$ cat src/design/assert_macros.svh
// Assertion macros used by the top-level design file.
`ifndef ASSERT_MACROS_SVH
`define ASSERT_MACROS_SVH

// The consequent must hold in the same cycle as the antecedent.
`define ASSERT_SAME(label, ante, cons) \
    label: assert property (@(posedge clk) disable iff (!rst_n) (ante) |-> (cons)) \
        else $error("same-cycle assertion failed");

// The consequent must hold in the cycle after the antecedent.
`define ASSERT_NEXT(label, ante, cons) \
    label: assert property (@(posedge clk) disable iff (!rst_n) (ante) |=> (cons)) \
        else $error("next-cycle assertion failed");

`endif

$ cat src/design/aars_pkg.sv
// Shared types, codes and reset values of the auto-repeat scroll keeper.
package aars_pkg;

    typedef logic [2:0]  cfg_idx_t;
    typedef logic [15:0] cfg_data_t;
    typedef logic [15:0] line_t;
    typedef logic [31:0] ms_t;
    typedef logic [15:0] delay_t;

    // Configuration register indexes.
    localparam cfg_idx_t REG_TOTAL_LINES   = 3'd0;
    localparam cfg_idx_t REG_VISIBLE_LINES = 3'd1;
    localparam cfg_idx_t REG_DEAD_ZONE     = 3'd2;
    localparam cfg_idx_t REG_INITIAL_DELAY = 3'd3;
    localparam cfg_idx_t REG_REPEAT_DELAY  = 3'd4;
    localparam cfg_idx_t REG_ACCEL_DELAY   = 3'd5;
    localparam cfg_idx_t REG_FAST_STEP     = 3'd6;

    // Item opcodes.
    localparam logic OP_POLL   = 1'b0;
    localparam logic OP_BUTTON = 1'b1;

    // Button codes.
    localparam logic [1:0] BTN_BACK  = 2'd0;
    localparam logic [1:0] BTN_DOWN  = 2'd1;
    localparam logic [1:0] BTN_UP    = 2'd2;
    localparam logic [1:0] BTN_OTHER = 2'd3;

    // Register reset values.
    localparam line_t       TOTAL_LINES_RST   = 16'd0;
    localparam logic [7:0]  VISIBLE_LINES_RST = 8'd15;
    localparam logic [14:0] DEAD_ZONE_RST     = 15'd8000;
    localparam delay_t      INITIAL_DELAY_RST = 16'd180;
    localparam delay_t      REPEAT_DELAY_RST  = 16'd40;
    localparam delay_t      ACCEL_DELAY_RST   = 16'd600;
    localparam logic [2:0]  FAST_STEP_RST     = 3'd3;

endpackage

$ cat src/design/aars_if.sv
// Item channels of the scroll keeper: input events and scroll results.
interface aars_event_if;
    logic              valid;
    logic              ready;
    logic              opcode;
    logic signed [15:0] axis_value;
    aars_pkg::ms_t     now_ms;
    logic [1:0]        button;

    modport source(output valid, opcode, axis_value, now_ms, button, input ready);
    modport sink(input valid, opcode, axis_value, now_ms, button, output ready);
endinterface

interface aars_result_if;
    logic                valid;
    logic                ready;
    aars_pkg::line_t     scroll_offset;
    logic                back_request;

    modport source(output valid, scroll_offset, back_request, input ready);
    modport sink(input valid, scroll_offset, back_request, output ready);
endinterface

$ cat src/design/axis_autorepeat_scroll_top.sv
// Top level of the axis auto-repeat scroll keeper.
// An accepted item waits in the input register; its result is registered when the item advances.
// Throughput: one item per cycle unless results stall; the input register refills as the result register drains.
// The offset, hold and timing registers update in the single compute stage between them.
// Reset clears the offset, the hold flag and both time stamps, and loads register defaults.
`include "assert_macros.svh"

module axis_autorepeat_scroll_top (
    input  logic                 clk,
    input  logic                 rst_n,
    input  logic                 cfg_we,
    input  aars_pkg::cfg_idx_t   cfg_index,
    input  aars_pkg::cfg_data_t  cfg_data,
    aars_event_if.sink           events,
    aars_result_if.source        results
);
    import aars_pkg::*;

    // Configuration registers.
    line_t       total_lines_reg;
    logic [7:0]  visible_lines_reg;
    logic [14:0] dead_zone_reg;
    delay_t      initial_delay_reg;
    delay_t      repeat_delay_reg;
    delay_t      accel_delay_reg;
    logic [2:0]  fast_step_reg;

    // Scroll state.
    line_t offset_reg, offset_next;
    logic  hold_active_reg, hold_active_next;
    ms_t   hold_start_reg, hold_start_next;
    ms_t   last_repeat_reg, last_repeat_next;

    // Input register.
    logic        in_valid_reg;
    logic        in_opcode_reg;
    logic [15:0] in_axis_reg;
    ms_t         in_now_reg;
    logic [1:0]  in_button_reg;

    // Result register.
    logic  out_valid_reg, out_valid_next;
    line_t out_offset_reg;
    logic  out_back_reg;

    logic  accept;
    logic  advance;
    logic  back_next;
    logic  neg;
    line_t mag;
    logic  outside;
    line_t limit;
    logic  first;
    delay_t wait_ms;
    logic  due;
    ms_t   since_last;
    ms_t   start_eff;
    ms_t   held_ms;
    logic [2:0] step;
    logic  do_down, do_up;
    line_t amount;
    line_t room;
    line_t down_val, up_val;

    assign advance      = in_valid_reg && (!out_valid_reg || results.ready);
    assign events.ready = !in_valid_reg || advance;
    assign accept       = events.valid && events.ready;

    assign results.valid         = out_valid_reg;
    assign results.scroll_offset = out_offset_reg;
    assign results.back_request  = out_back_reg;

    always_comb
    begin
        neg     = in_axis_reg[15];
        mag     = neg ? (~in_axis_reg + 16'd1) : in_axis_reg;
        outside = mag > {1'b0, dead_zone_reg};
        limit   = (total_lines_reg > {8'd0, visible_lines_reg})
                  ? (total_lines_reg - {8'd0, visible_lines_reg}) : 16'd0;

        first      = !hold_active_reg;
        wait_ms    = (last_repeat_reg == hold_start_reg) ? initial_delay_reg : repeat_delay_reg;
        since_last = in_now_reg - last_repeat_reg;
        due        = first || (since_last >= {16'd0, wait_ms});
        // A new hold starts now, so its held time is zero.
        start_eff  = first ? in_now_reg : hold_start_reg;
        held_ms    = in_now_reg - start_eff;
        step       = (held_ms > {16'd0, accel_delay_reg}) ? fast_step_reg : 3'd1;

        hold_active_next = hold_active_reg;
        hold_start_next  = hold_start_reg;
        last_repeat_next = last_repeat_reg;
        back_next        = 1'b0;
        do_down          = 1'b0;
        do_up            = 1'b0;
        amount           = 16'd1;

        case (in_opcode_reg)
            OP_BUTTON:
            begin
                case (in_button_reg)
                    BTN_BACK:  back_next = 1'b1;
                    BTN_DOWN:  do_down   = 1'b1;
                    BTN_UP:    do_up     = 1'b1;
                    default:   back_next = 1'b0;
                endcase
            end
            default:
            begin
                if (outside)
                begin
                    hold_active_next = 1'b1;
                    if (first)
                    begin
                        hold_start_next = in_now_reg;
                    end
                    if (due)
                    begin
                        last_repeat_next = in_now_reg;
                        amount           = {13'd0, step};
                        do_up            = neg;
                        do_down          = !neg;
                    end
                end
                else
                begin
                    hold_active_next = 1'b0;
                end
            end
        endcase

        // Down stops at the limit and leaves an offset beyond it alone.
        room     = limit - offset_reg;
        down_val = (offset_reg < limit)
                   ? (offset_reg + ((amount < room) ? amount : room)) : offset_reg;
        up_val   = (offset_reg > amount) ? (offset_reg - amount) : 16'd0;

        if (do_down)
        begin
            offset_next = down_val;
        end
        else if (do_up)
        begin
            offset_next = up_val;
        end
        else
        begin
            offset_next = offset_reg;
        end

        if (advance)
        begin
            out_valid_next = 1'b1;
        end
        else if (results.ready)
        begin
            out_valid_next = 1'b0;
        end
        else
        begin
            out_valid_next = out_valid_reg;
        end
    end

    always_ff @(posedge clk or negedge rst_n)
    begin
        if (!rst_n)
        begin
            total_lines_reg   <= TOTAL_LINES_RST;
            visible_lines_reg <= VISIBLE_LINES_RST;
            dead_zone_reg     <= DEAD_ZONE_RST;
            initial_delay_reg <= INITIAL_DELAY_RST;
            repeat_delay_reg  <= REPEAT_DELAY_RST;
            accel_delay_reg   <= ACCEL_DELAY_RST;
            fast_step_reg     <= FAST_STEP_RST;
            offset_reg        <= 16'd0;
            hold_active_reg   <= 1'b0;
            hold_start_reg    <= 32'd0;
            last_repeat_reg   <= 32'd0;
            in_valid_reg      <= 1'b0;
            out_valid_reg     <= 1'b0;
        end
        else
        begin
            if (accept)
            begin
                in_valid_reg <= 1'b1;
            end
            else if (advance)
            begin
                in_valid_reg <= 1'b0;
            end
            out_valid_reg <= out_valid_next;

            if (advance)
            begin
                offset_reg      <= offset_next;
                hold_active_reg <= hold_active_next;
                hold_start_reg  <= hold_start_next;
                last_repeat_reg <= last_repeat_next;
            end

            if (cfg_we)
            begin
                case (cfg_index)
                    REG_TOTAL_LINES:
                    begin
                        total_lines_reg <= cfg_data;
                        offset_reg      <= 16'd0;
                    end
                    REG_VISIBLE_LINES: visible_lines_reg <= cfg_data[7:0];
                    REG_DEAD_ZONE:     dead_zone_reg     <= cfg_data[14:0];
                    REG_INITIAL_DELAY: initial_delay_reg <= cfg_data;
                    REG_REPEAT_DELAY:  repeat_delay_reg  <= cfg_data;
                    REG_ACCEL_DELAY:   accel_delay_reg   <= cfg_data;
                    REG_FAST_STEP:     fast_step_reg     <= cfg_data[2:0];
                    default:           fast_step_reg     <= fast_step_reg;
                endcase
            end
        end
    end

    always_ff @(posedge clk)
    begin
        if (accept)
        begin
            in_opcode_reg <= events.opcode;
            in_axis_reg   <= events.axis_value;
            in_now_reg    <= events.now_ms;
            in_button_reg <= events.button;
        end
        if (advance)
        begin
            out_offset_reg <= offset_next;
            out_back_reg   <= back_next;
        end
    end

    `ASSERT_SAME(a_back_keeps_offset, advance && in_opcode_reg == OP_BUTTON && in_button_reg == BTN_BACK, offset_next == offset_reg)
    `ASSERT_NEXT(a_advance_loads_result, advance, out_valid_reg)
    `ASSERT_NEXT(a_pending_item_kept, in_valid_reg && !advance, in_valid_reg)
    `ASSERT_NEXT(a_release_ends_hold, advance && in_opcode_reg == OP_POLL && !outside, !hold_active_reg)

endmodule

$ cat src/flat_wrapper.sv
// flat-port wrapper written by rule: the top's interface ports become plain ports
module axis_autorepeat_scroll_top_flat import aars_pkg::*;
  (clk, rst_n, cfg_we, cfg_index, cfg_data, events_valid, events_opcode, events_axis_value, events_now_ms, events_button, events_ready, results_valid, results_scroll_offset, results_back_request, results_ready);
  aars_event_if events_i ();
  aars_result_if results_i ();
  input  logic clk;
  input  logic rst_n;
  input  logic cfg_we;
  input  aars_pkg::cfg_idx_t cfg_index;
  input  aars_pkg::cfg_data_t cfg_data;
  input wire logic [$bits(events_i.valid)-1:0] events_valid;
  input wire logic [$bits(events_i.opcode)-1:0] events_opcode;
  input wire logic [$bits(events_i.axis_value)-1:0] events_axis_value;
  input wire logic [$bits(events_i.now_ms)-1:0] events_now_ms;
  input wire logic [$bits(events_i.button)-1:0] events_button;
  output wire logic [$bits(events_i.ready)-1:0] events_ready;
  output wire logic [$bits(results_i.valid)-1:0] results_valid;
  output wire logic [$bits(results_i.scroll_offset)-1:0] results_scroll_offset;
  output wire logic [$bits(results_i.back_request)-1:0] results_back_request;
  input wire logic [$bits(results_i.ready)-1:0] results_ready;
  assign events_i.valid = events_valid;
  assign events_i.opcode = events_opcode;
  assign events_i.axis_value = events_axis_value;
  assign events_i.now_ms = events_now_ms;
  assign events_i.button = events_button;
  assign events_ready = events_i.ready;
  assign results_valid = results_i.valid;
  assign results_scroll_offset = results_i.scroll_offset;
  assign results_back_request = results_i.back_request;
  assign results_i.ready = results_ready;
  axis_autorepeat_scroll_top u_core (.clk(clk), .rst_n(rst_n), .cfg_we(cfg_we), .cfg_index(cfg_index), .cfg_data(cfg_data), .events(events_i), .results(results_i));
endmodule
$ cat config.mk
export PLATFORM = sky130hd
export DESIGN_NAME = axis_autorepeat_scroll_top_flat
export DESIGN_NICKNAME = d
export VERILOG_FILES = /design/src/design/aars_pkg.sv /design/src/design/aars_if.sv /design/src/design/axis_autorepeat_scroll_top.sv /design/src/flat_wrapper.sv
export VERILOG_INCLUDE_DIRS = /design/src /design/src/design
export SDC_FILE = /design/constraint.sdc
export NUM_CORES = 1
export LEC_CHECK = 0
export BUFFER_PORTS_ARGS = -buffer_cell sky130_fd_sc_hd__buf_2
export CORE_ASPECT_RATIO = 1.25
export CORE_MARGIN = 2
export CORE_UTILIZATION = 30
export CTS_CLUSTER_DIAMETER = 50
export DETAILED_ROUTE_END_ITERATION = 8
export PLACE_DENSITY = 0.5
export SLEW_MARGIN = 15
export SYNTH_ARGS = -nofsm -noshare
export SYNTH_HDL_FRONTEND = slang
export SYNTH_SLANG_ARGS = --single-unit
$ cat constraint.sdc
create_clock -name clk -period 8.8 [get_ports clk]
set_input_delay 1.32 -clock clk [delete_from_list [all_inputs] [get_ports clk]]
set_output_delay 1.32 -clock clk [all_outputs]
set_load 0.05 [all_outputs]
After elaboration in Yosys (flattened, before gate mapping)
Cells that the tools add are included.

storage, ports and cells
  register bits after elaboration = 241
  latch bits = 0
  RAM bits = 0
  memory bits (read-only) = 0
  bits of input ports = 75
  logic and storage cells = 97
  memories kept = 0

cells by class
  $add $sub $neg = 7
  multipliers = 0
  div/mod/pow operators = 0
  magnitude comparators = 7
  eq/ne operators = 9
  shift operators = 0
  multiplexer cells = 30
  bitwise gates (word level) = 2
  reduce and logical (&&, ||, !) cells = 23

operators with widths
  cell                     number
  $mux W16                 13
  $sub A32 B32 Y32         2
  $eq A32 B32 Y1           1
  $ge A32 B16 Y1           1
  $gt A32 B16 Y1           1
  $lt A16 B16 Y1           2
  $mux W32                 1
  $sub A16 B16 Y16         2
  $add A16 B1 Y16 const B  1
  $add A16 B16 Y16         1
  $gt A16 B15 Y1           1
  $gt A16 B16 Y1           1
  $gt A16 B8 Y1            1
  $not A16 Y16             1
  $reduce_and A2 Y1        8
  $sub A16 B8 Y16          1
  $mux W1                  14
  $eq A3 B3 Y1 const B     3
  $eq A3 B2 Y1 const B     2
  $mux W3                  2
  $logic_not A1 Y1         4
  $reduce_and A4 Y1        1
  $reduce_bool A2 Y1       2
  $eq A3 B1 Y1 const B     1
  8 further kinds          11

Depth between registers and ports, before layout
Gate-level depths: netlist of the first run.

  depth after elaboration = 15
  gate-level depth with buffers = 43
  gate-level depth less buffers = 42

Least setup slack after synthesis of the first run
OpenSTA, ideal clock, no wires.

  path kind = reg2reg
  start point = reg u_core.hold_active_reg
  end point = reg u_core.offset_reg[14]
  setup time = 68 ps
  arrival time = 8,588 ps
  required time = 8,732 ps
  slack = 143 ps
  stages on the path, launching flop included = 42
  path buffers = 2
  path through = dfrtp_1 clkbuf_1 clkbuf_1 mux2i_1 ha_1 a21o_1 nand4_1 o21ai_0 a211oi_1 a211oi_1 o21a_1 nor2_1 xnor2_1 ha_1 a21o_1 a21o_1 a21oi_1 o221ai_1 (+6 left out) inv_1 ha_1 a21o_1 or4_1 a41o_1 fa_1 a21o_1 a21o_1 a21oi_1 o21ai_0 a211o_1 o211ai_1 a211oi_1 a31oi_1 xnor2_1 a21oi_1 or3_1 nand3_1

between the ends
  word-level cells in the longest chain between the ends = 15
  elaborated cells on any way between the ends = 27

RTL lines
  item                      line                               text
  start: declaration        axis_autorepeat_scroll_top.sv:30   logic hold_active_reg, hold_active_next;
  start signal: assignment  axis_autorepeat_scroll_top.sv:198  hold_active_reg <= hold_active_next;
  $mux W32                  axis_autorepeat_scroll_top.sv:86   start_eff = first ? in_now_reg : hold_start_reg;
  $sub A32 B32 Y32          axis_autorepeat_scroll_top.sv:87   held_ms = in_now_reg - start_eff;
  $gt A32 B16 Y1            axis_autorepeat_scroll_top.sv:88   step = (held_ms > {16'd0, accel_delay_reg}) ? fast_step_reg : 3'd1;
  $mux W3                   axis_autorepeat_scroll_top.sv:88
  $mux W3                   axis_autorepeat_scroll_top.sv:117  if (due)
  $mux W16                  axis_autorepeat_scroll_top.sv:110  if (outside)
  $mux W16                  axis_autorepeat_scroll_top.sv:98   case (in_opcode_reg)
  $lt A16 B16 Y1            axis_autorepeat_scroll_top.sv:135  ? (offset_reg + ((amount < room) ? amount : room)) : offset_reg;
  $mux W16                  axis_autorepeat_scroll_top.sv:135
  $add A16 B16 Y16          axis_autorepeat_scroll_top.sv:135
  $mux W16                  axis_autorepeat_scroll_top.sv:135
  $mux W16 (*)              axis_autorepeat_scroll_top.sv:138  if (do_down)
  $mux W16 (*)              axis_autorepeat_scroll_top.sv:195  if (advance)
  $mux W16                  axis_autorepeat_scroll_top.sv:205  case (cfg_index)
  $mux W16 (*)              axis_autorepeat_scroll_top.sv:203  if (cfg_we)
  end signal: assignment    axis_autorepeat_scroll_top.sv:197  offset_reg <= offset_next;
  end: declaration          axis_autorepeat_scroll_top.sv:29   line_t offset_reg, offset_next;

Every way passes the cells marked *; elsewhere a longest branch is shown, timed or not.
A chain may end at the register's enable or synchronous reset.

Worst setup path in the final report of the first run
Ends and elaborated chain as after synthesis.

==> impl_metrics.ini, run 1 <==
[cts]
cts_buffers = 34
cts_tree = done
cts-root-buf = clkbuf_16
htreeDepth = 2
clock_path_buffers = 3
path_clk_slew_ns = 0.05
clock_latency_ns = 0.57
cts.sinks = 241

[worst_setup_path]
rrSetupSlack_ns = 0.47
timing.rr.end = u_core.offset_reg[14]
critPathMaxStageDelay_ns = 0.45
r2r_cells = 43
crit_path_top_delay_cell = dfrtp_2
crit_arrival_ns = 8.81
required_ns = 9.28
worstReg2RegStart = u_core.hold_active_reg
cp-end-kind = flip-flop
cpMostUsedCell = a21o_1
crit_type = reg -> reg
cp_max_fo = 6
startpoint_type = flip-flop

[synth]
syn_avg_cell_area_sq_um = 9.413
synth.area.top_cells = dfrtp_1 21%, edfxtp_1 11%, ha_1 11%, mux2_2 5.5%, nand2_1 4.0%
synthesis.area_sq_mm = 0.01789
synth_flop_cell = dfrtp_1
synthCells = 1901
synth_top_cell_by_area = dfrtp_1
yosysUniqueCellTypes = 89
yosys_warnings = 0
yosys.area.top_type_share_pct = 21.12
synthArstFlopShare_pct = 71.78
synth-edff-count = 68
seq_area_frac_synth_pct = 35.76
synth_seq_cells = 241

[die]
row_count = 100
start_util_pct = 30.17
die-area_sq_mm = 0.06163
die_w_um = 222.4
die_h_um = 277.1
core_area_sq_mm = 0.05931
top_level_ports = 94

[status]
outcome = completed

[min_path]
min_to = u_core.total_lines_reg[5]
hold_path.class = reg -> reg
holdPathStages = 2
hold_path.startpoint = u_core.total_lines_reg[5]

[finish]
fin_area_sq_mm = 0.02087
area_growth_pct = 16.65
antenna_cells = 0
finalNetCount = 2274
layout-drive-gt1-share_pct = 19.05
stdcell_count = 2828
nFillCells = 6056

[grt]
grt_pass1_wl_mm = 84.78
grt_pass1_vias = 15008
grt_start_max_net_pins = 76
grt_usage_pct = 17.46
antenna_found_initial = 1
globalRouteOverflowTotal = 0

[timing]
finalSetupTns_ns = 0
fin_crit_sh_pct = 94.68
layout_setup_ws_ns = 0.4684
skew_ns = 0.02807
maxSlewHeadroom_pct = 22.92
rsz0062_at_grt = true
final-setup-viol-count = 0
worst_slew_pin_slew_ns = 1.156
fmaxAchievable_ghz = 0.1200
hold_viol = 0
min_period_ns = 8.332
slew_viol_final = 0

[placed_design]
gp_congestion = 0.8761
post-place-ws_ns = -0.1791
dp_hpwl_mm = 41.62
placed_cells = 2762
portBuffers = 93
placed_area_sq_mm = 0.01956

[route]
routed_via_density = 5.192
drtPass1Iterations = 5
wl_per_cell_um = 19.11
drtIter0Drc = 783
drc = 0
routed_wl_mm = 54.04
final_antenna_net_count = 0
num_vias = 14684

[power_and_ir_drop]
p_per_area_mw_per_mm2 = 345.6
p_leak_uw = 0.009039
total_power_uw = 7214
ir_drop_mv = 0.1351

[run]
maxCapViolCount = 0
## critical path, delay by kind of cell (launching register included)
family | cells | cell delay (ns)
and+or+nand+nor | 7 | 1.40
adders and majority gates | 4 | 1.12
buffers and inverters | 5 | 0.72
DFF | 1 | 0.45
muxes | 1 | 0.27
xor gates and xnor gates | 2 | 0.24
AOI/OAI and AO/OA | 24 | 4.09
## worst max-delay path by stage
stage	from	to	cells past startpoint
after floorplan	u_core.hold_active_reg	u_core.offset_reg[14]	41
after global placement	u_core.hold_active_reg	u_core.offset_reg[14]	42
after detailed placement	u_core.hold_active_reg	u_core.offset_reg[14]	42
after CTS	u_core.hold_active_reg	u_core.offset_reg[14]	42
after global routing	u_core.hold_active_reg	u_core.offset_reg[14]	43
final	u_core.hold_active_reg	u_core.offset_reg[14]	43
## power breakdown
group | switching (uW) | internal, uW
sequential | 281 | 1480
combinational | 2400 | 1690
clock | 558 | 797
## logic make-up after synthesis
logic type,count (synthesis),share of synthesized area (%)
other,1,0.02096
buffers and inverters,207,4.685
AOI/OAI and AO/OA,498,18.71
xor gates and xnor gates,115,5.629
and+or+nand+nor,533,14.95
DFF,241,35.76
muxes,144,8.664
adders and majority gates,162,11.58
## per-stage QoR
step                      util, %  hold slack, ns
after global routing        35.19          0.5222
final                       35.19          0.4858
after floorplan                 -          0.4497
after global placement      32.99          0.4619
after CTS                   34.98          0.4917
after detailed placement    32.99          0.4758
## layout make-up
type / instances / area (sq um) / area share, %
multi-input combinational: 1464 / 10870 / 52.07
sequential: 241 / 6400 / 30.66
timing repair buffer: 160 / 1007 / 4.826
tap: 765 / 957.2 / 4.586
clock buffer: 39 / 879.6 / 4.214
inverter: 136 / 510.5 / 2.446
clock inverter: 23 / 249.0 / 1.193
## Yosys cell counts, drive strengths merged (53+ instances only)
cell type	instances
dfrtp	151
a21o	57
inv	136
mux2i	57
nand2	190
a21oi	116
edfxtp	68
mux2	87
xnor2	62
xor2	53
o21ai	128
nor2	90
ha	156
## cells in the final DEF, fill, tap and decap left out, types with 68 or more instances in the layout
master    instances
nand2_1         190
ha_1            153
dfrtp_1         150
inv_1           136
o21ai_0         118
a21oi_1         103
buf_2            92
nor2_1           88
mux2_2           87
edfxtp_1         68
## layer usage
layer / wire length (um) / track usage [%] / vias up
li1: - / - / 7220
met1: 22720 / 21.00 / 7060
met2: 26800 / 30.49 / 302
met3: 1972 / 2.684 / 102
met4: 2555 / 8.226 / 0
met5: 0 / 0 / -
## repair_timing
action / in CTS / in global routing
setup buffers: 1 / 3
setup endpoints to repair: 8 / 14
pin swaps: 6 / 24
hold buffers: 0 / 0
gates resized for setup: 10 / 21
Power figures use the tool's default switching activity.
==> run 2: changes to the inputs <==
ABC_AREA = 1   (was not set)
CORE_UTILIZATION = 40   (was 30)
PLACE_DENSITY = 0.61   (was 0.5)
==> impl_metrics.ini, run 2 <==
[status]
outcome = completed

[route]
highest_layer = met4
drc = 0
routed_via_density = 5.062
routed_wl_mm = 54.72
wl_met1_mm = 23.29
num_vias = 17397
final_antenna_net_count = 0
wl_met3_mm = 2.360
drtIter0Drc = 1035
met2_wirelength_mm = 27.39
drtPass1Iterations = 6
wl_per_cell_um = 15.92

[cts]
clock_latency_ns = 0.61
cts_tree = done
htreeDepth = 1
cts_hold_buf = 0
cts-root-buf = clkbuf_16
cts_buffers = 31
cts.sinks = 241
cts-resized-gates = 0
path_clk_slew_ns = 0.06
clock_path_buffers = 3
post-cts-setup-buffers = 0

[grt]
grt_usage_pct = 22.66
grt_pass1_wl_mm = 87.72
grt_start_max_net_pins = 69
grt_pass1_vias = 16924
globalRouteOverflowTotal = 0
antenna_found_initial = 0

[die]
start_util_pct = 40.67
top_level_ports = 94
row_count = 88
die-area_sq_mm = 0.04889
core_area_sq_mm = 0.04635
die_h_um = 246.7
die_w_um = 198.2

[worst_setup_path]
crit_path_top_delay_cell = nor2_1
required_ns = 9.34
startpoint_type = flip-flop
crit_arrival_ns = 8.24
cp-end-kind = flip-flop
cpMostUsedCell = nand2_1
cp_max_fo = 12
critPathMaxStageDelay_ns = 0.57
crit_type = reg -> reg

[synth]
synth-adder-area-share_pct = 10.99
synth_xor_area_share_pct = 4.646
seq_area_frac_synth_pct = 33.94
synth_seq_cells = 241
yosysUniqueCellTypes = 54
synth_mux_area_share_pct = 1.759
synth.area.top_cells = dfrtp_1 20%, nand2_1 16%, edfxtp_1 11%, ha_1 10%, inv_1 8.5%
synth-compound-area-share_pct = 10.93
synthSimpleGateAreaFrac_pct = 27.90
yosys-top-cells-count = 814 x nand2_1, 429 x inv_1, 220 x nor2_1
synth_top_cell_by_area = dfrtp_1
yosys_warnings = 0
synth.most_common_cell = nand2_1
yosys.area.top_type_share_pct = 20.05
synthesis.area_sq_mm = 0.01885
synthArstFlopShare_pct = 71.78
syn_avg_cell_area_sq_um = 7.013
synthCells = 2688
synth_top_family_by_area = simple AND/OR/NAND/NOR gates
synth-edff-count = 68
synth_flop_cell = dfrtp_1

[min_path]
hold_path.class = reg -> reg

[power_and_ir_drop]
sw_frac_of_total_pct = 49.12
p_leak_uw = 0.01108
total_power_uw = 7561
p_clk_share_pct = 17.5
p_switching_uw = 3714
p_per_area_mw_per_mm2 = 358.3
p_int_uw = 3847
ir_drop_mv = 0.1777
seq_power_share_pct = 24.0
p_comb_share_pct = 58.5

[timing]
worst_slew_pin_slew_ns = 1.078
slew_viol_final = 0
finalSetupTns_ns = 0
final-setup-viol-count = 0
fin_crit_sh_pct = 87.42
maxSlewHeadroom_pct = 27.67
rsz0062_at_grt = false
hold_viol = 0
fmaxAchievable_ghz = 0.1300
min_period_ns = 7.693
skew_ns = 0.01998

[finish]
antenna_cells = 0
stdcell_count = 3437
final_util_pct = 45.52
nFillCells = 4745
final_common_cell = nand2_1
layout-drive-gt1-share_pct = 7.695
mostFrequentLayoutCells = 814 x nand2_1, 428 x inv_1, 220 x nor2_1, 182 x o21ai_0, 164 x a21oi_1
area_growth_pct = 11.94
finalNetCount = 3019

[placed_design]
gp_congestion = 0.9744
portBuffers = 93
placed_cells = 3379
dp_hpwl_mm = 42.70

[run]
maxCapViolCount = 0
-- run 2: worst max-delay path, delay by kind of cell, from the launching register on --
kind | cells | cell delay, ns
adders and majority gates | 6 | 1.68
buffers and inverters | 4 | 0.21
xor gates and xnor gates | 2 | 0.32
AOI/OAI and AO/OA | 10 | 1.99
and+or+nand+nor | 20 | 2.87
DFF | 1 | 0.53
-- run 2: final timing paths --
kind	start	end	slack, ns	depth (start not counted)
setup reg to reg	u_core.visible_lines_reg[0]	u_core.offset_reg[12]	1.11	42
hold reg to reg	u_core.repeat_delay_reg[8]	u_core.repeat_delay_reg[8]	0.48	2
max in group asynchronous	rst_n	u_core.offset_reg[2]	6.07	3
min in group asynchronous	rst_n	u_core.last_repeat_reg[28]	0.67	1
setup / recovery	u_core.visible_lines_reg[0]	u_core.offset_reg[12]	1.11	42
hold / removal	u_core.repeat_delay_reg[8]	u_core.repeat_delay_reg[8]	0.48	2
-- run 2: cell type report --
type / instances / area, sq um / area share (%)
Tap cell: 630 / 788.3 / 3.736
Sequential cell: 241 / 6400 / 30.33
Clock inverter: 14 / 152.6 / 0.7234
Inverter: 434 / 1629 / 7.720
Timing Repair Buffer: 100 / 524.3 / 2.484
Multi-Input combinational cell: 1974 / 10670 / 50.55
Clock buffer: 44 / 939.7 / 4.453
-- run 2: power groups by stage --
stage,clock (uW),combinational [uW],sequential (uW)
6_report,1330,4420,1810
5_1_grt,1400,5050,1850
4_1_cts,1350,4400,1810
3_5_place_dp,0,4370,1820
3_3_place_gp,0,4280,1820
2_1_floorplan,0,3280,1780
-- run 2: per-layer routing --
metal / vias to the layer above / GRT usage, %
li1: 8791 / -
met1: 8066 / 27.53
met2: 446 / 41.30
met3: 94 / 2.523
met4: 0 / 7.740
met5: - / 0
-- run 2: cells by family after synthesis --
kind of cell / after synthesis
multiplexers: 33
adder cells (fa/ha/maj): 162
AO/OA/AOI/OAI: 388
buffers and inverters: 484
AND/OR/NAND/NOR: 1279
other: 1
flip-flops: 241
XOR/XNOR: 100
-- run 2: metrics by stage --
stage	area [sq um]	hold WS, ns	setup WS (ns)
4_1_cts	21090	0.4872	1.152
5_1_grt	21100	0.5003	0.1496
6_report	21100	0.4830	1.107
2_1_floorplan	18890	0.4476	2.398
3_3_place_gp	20000	0.4619	1.421
3_5_place_dp	20000	0.4725	1.214
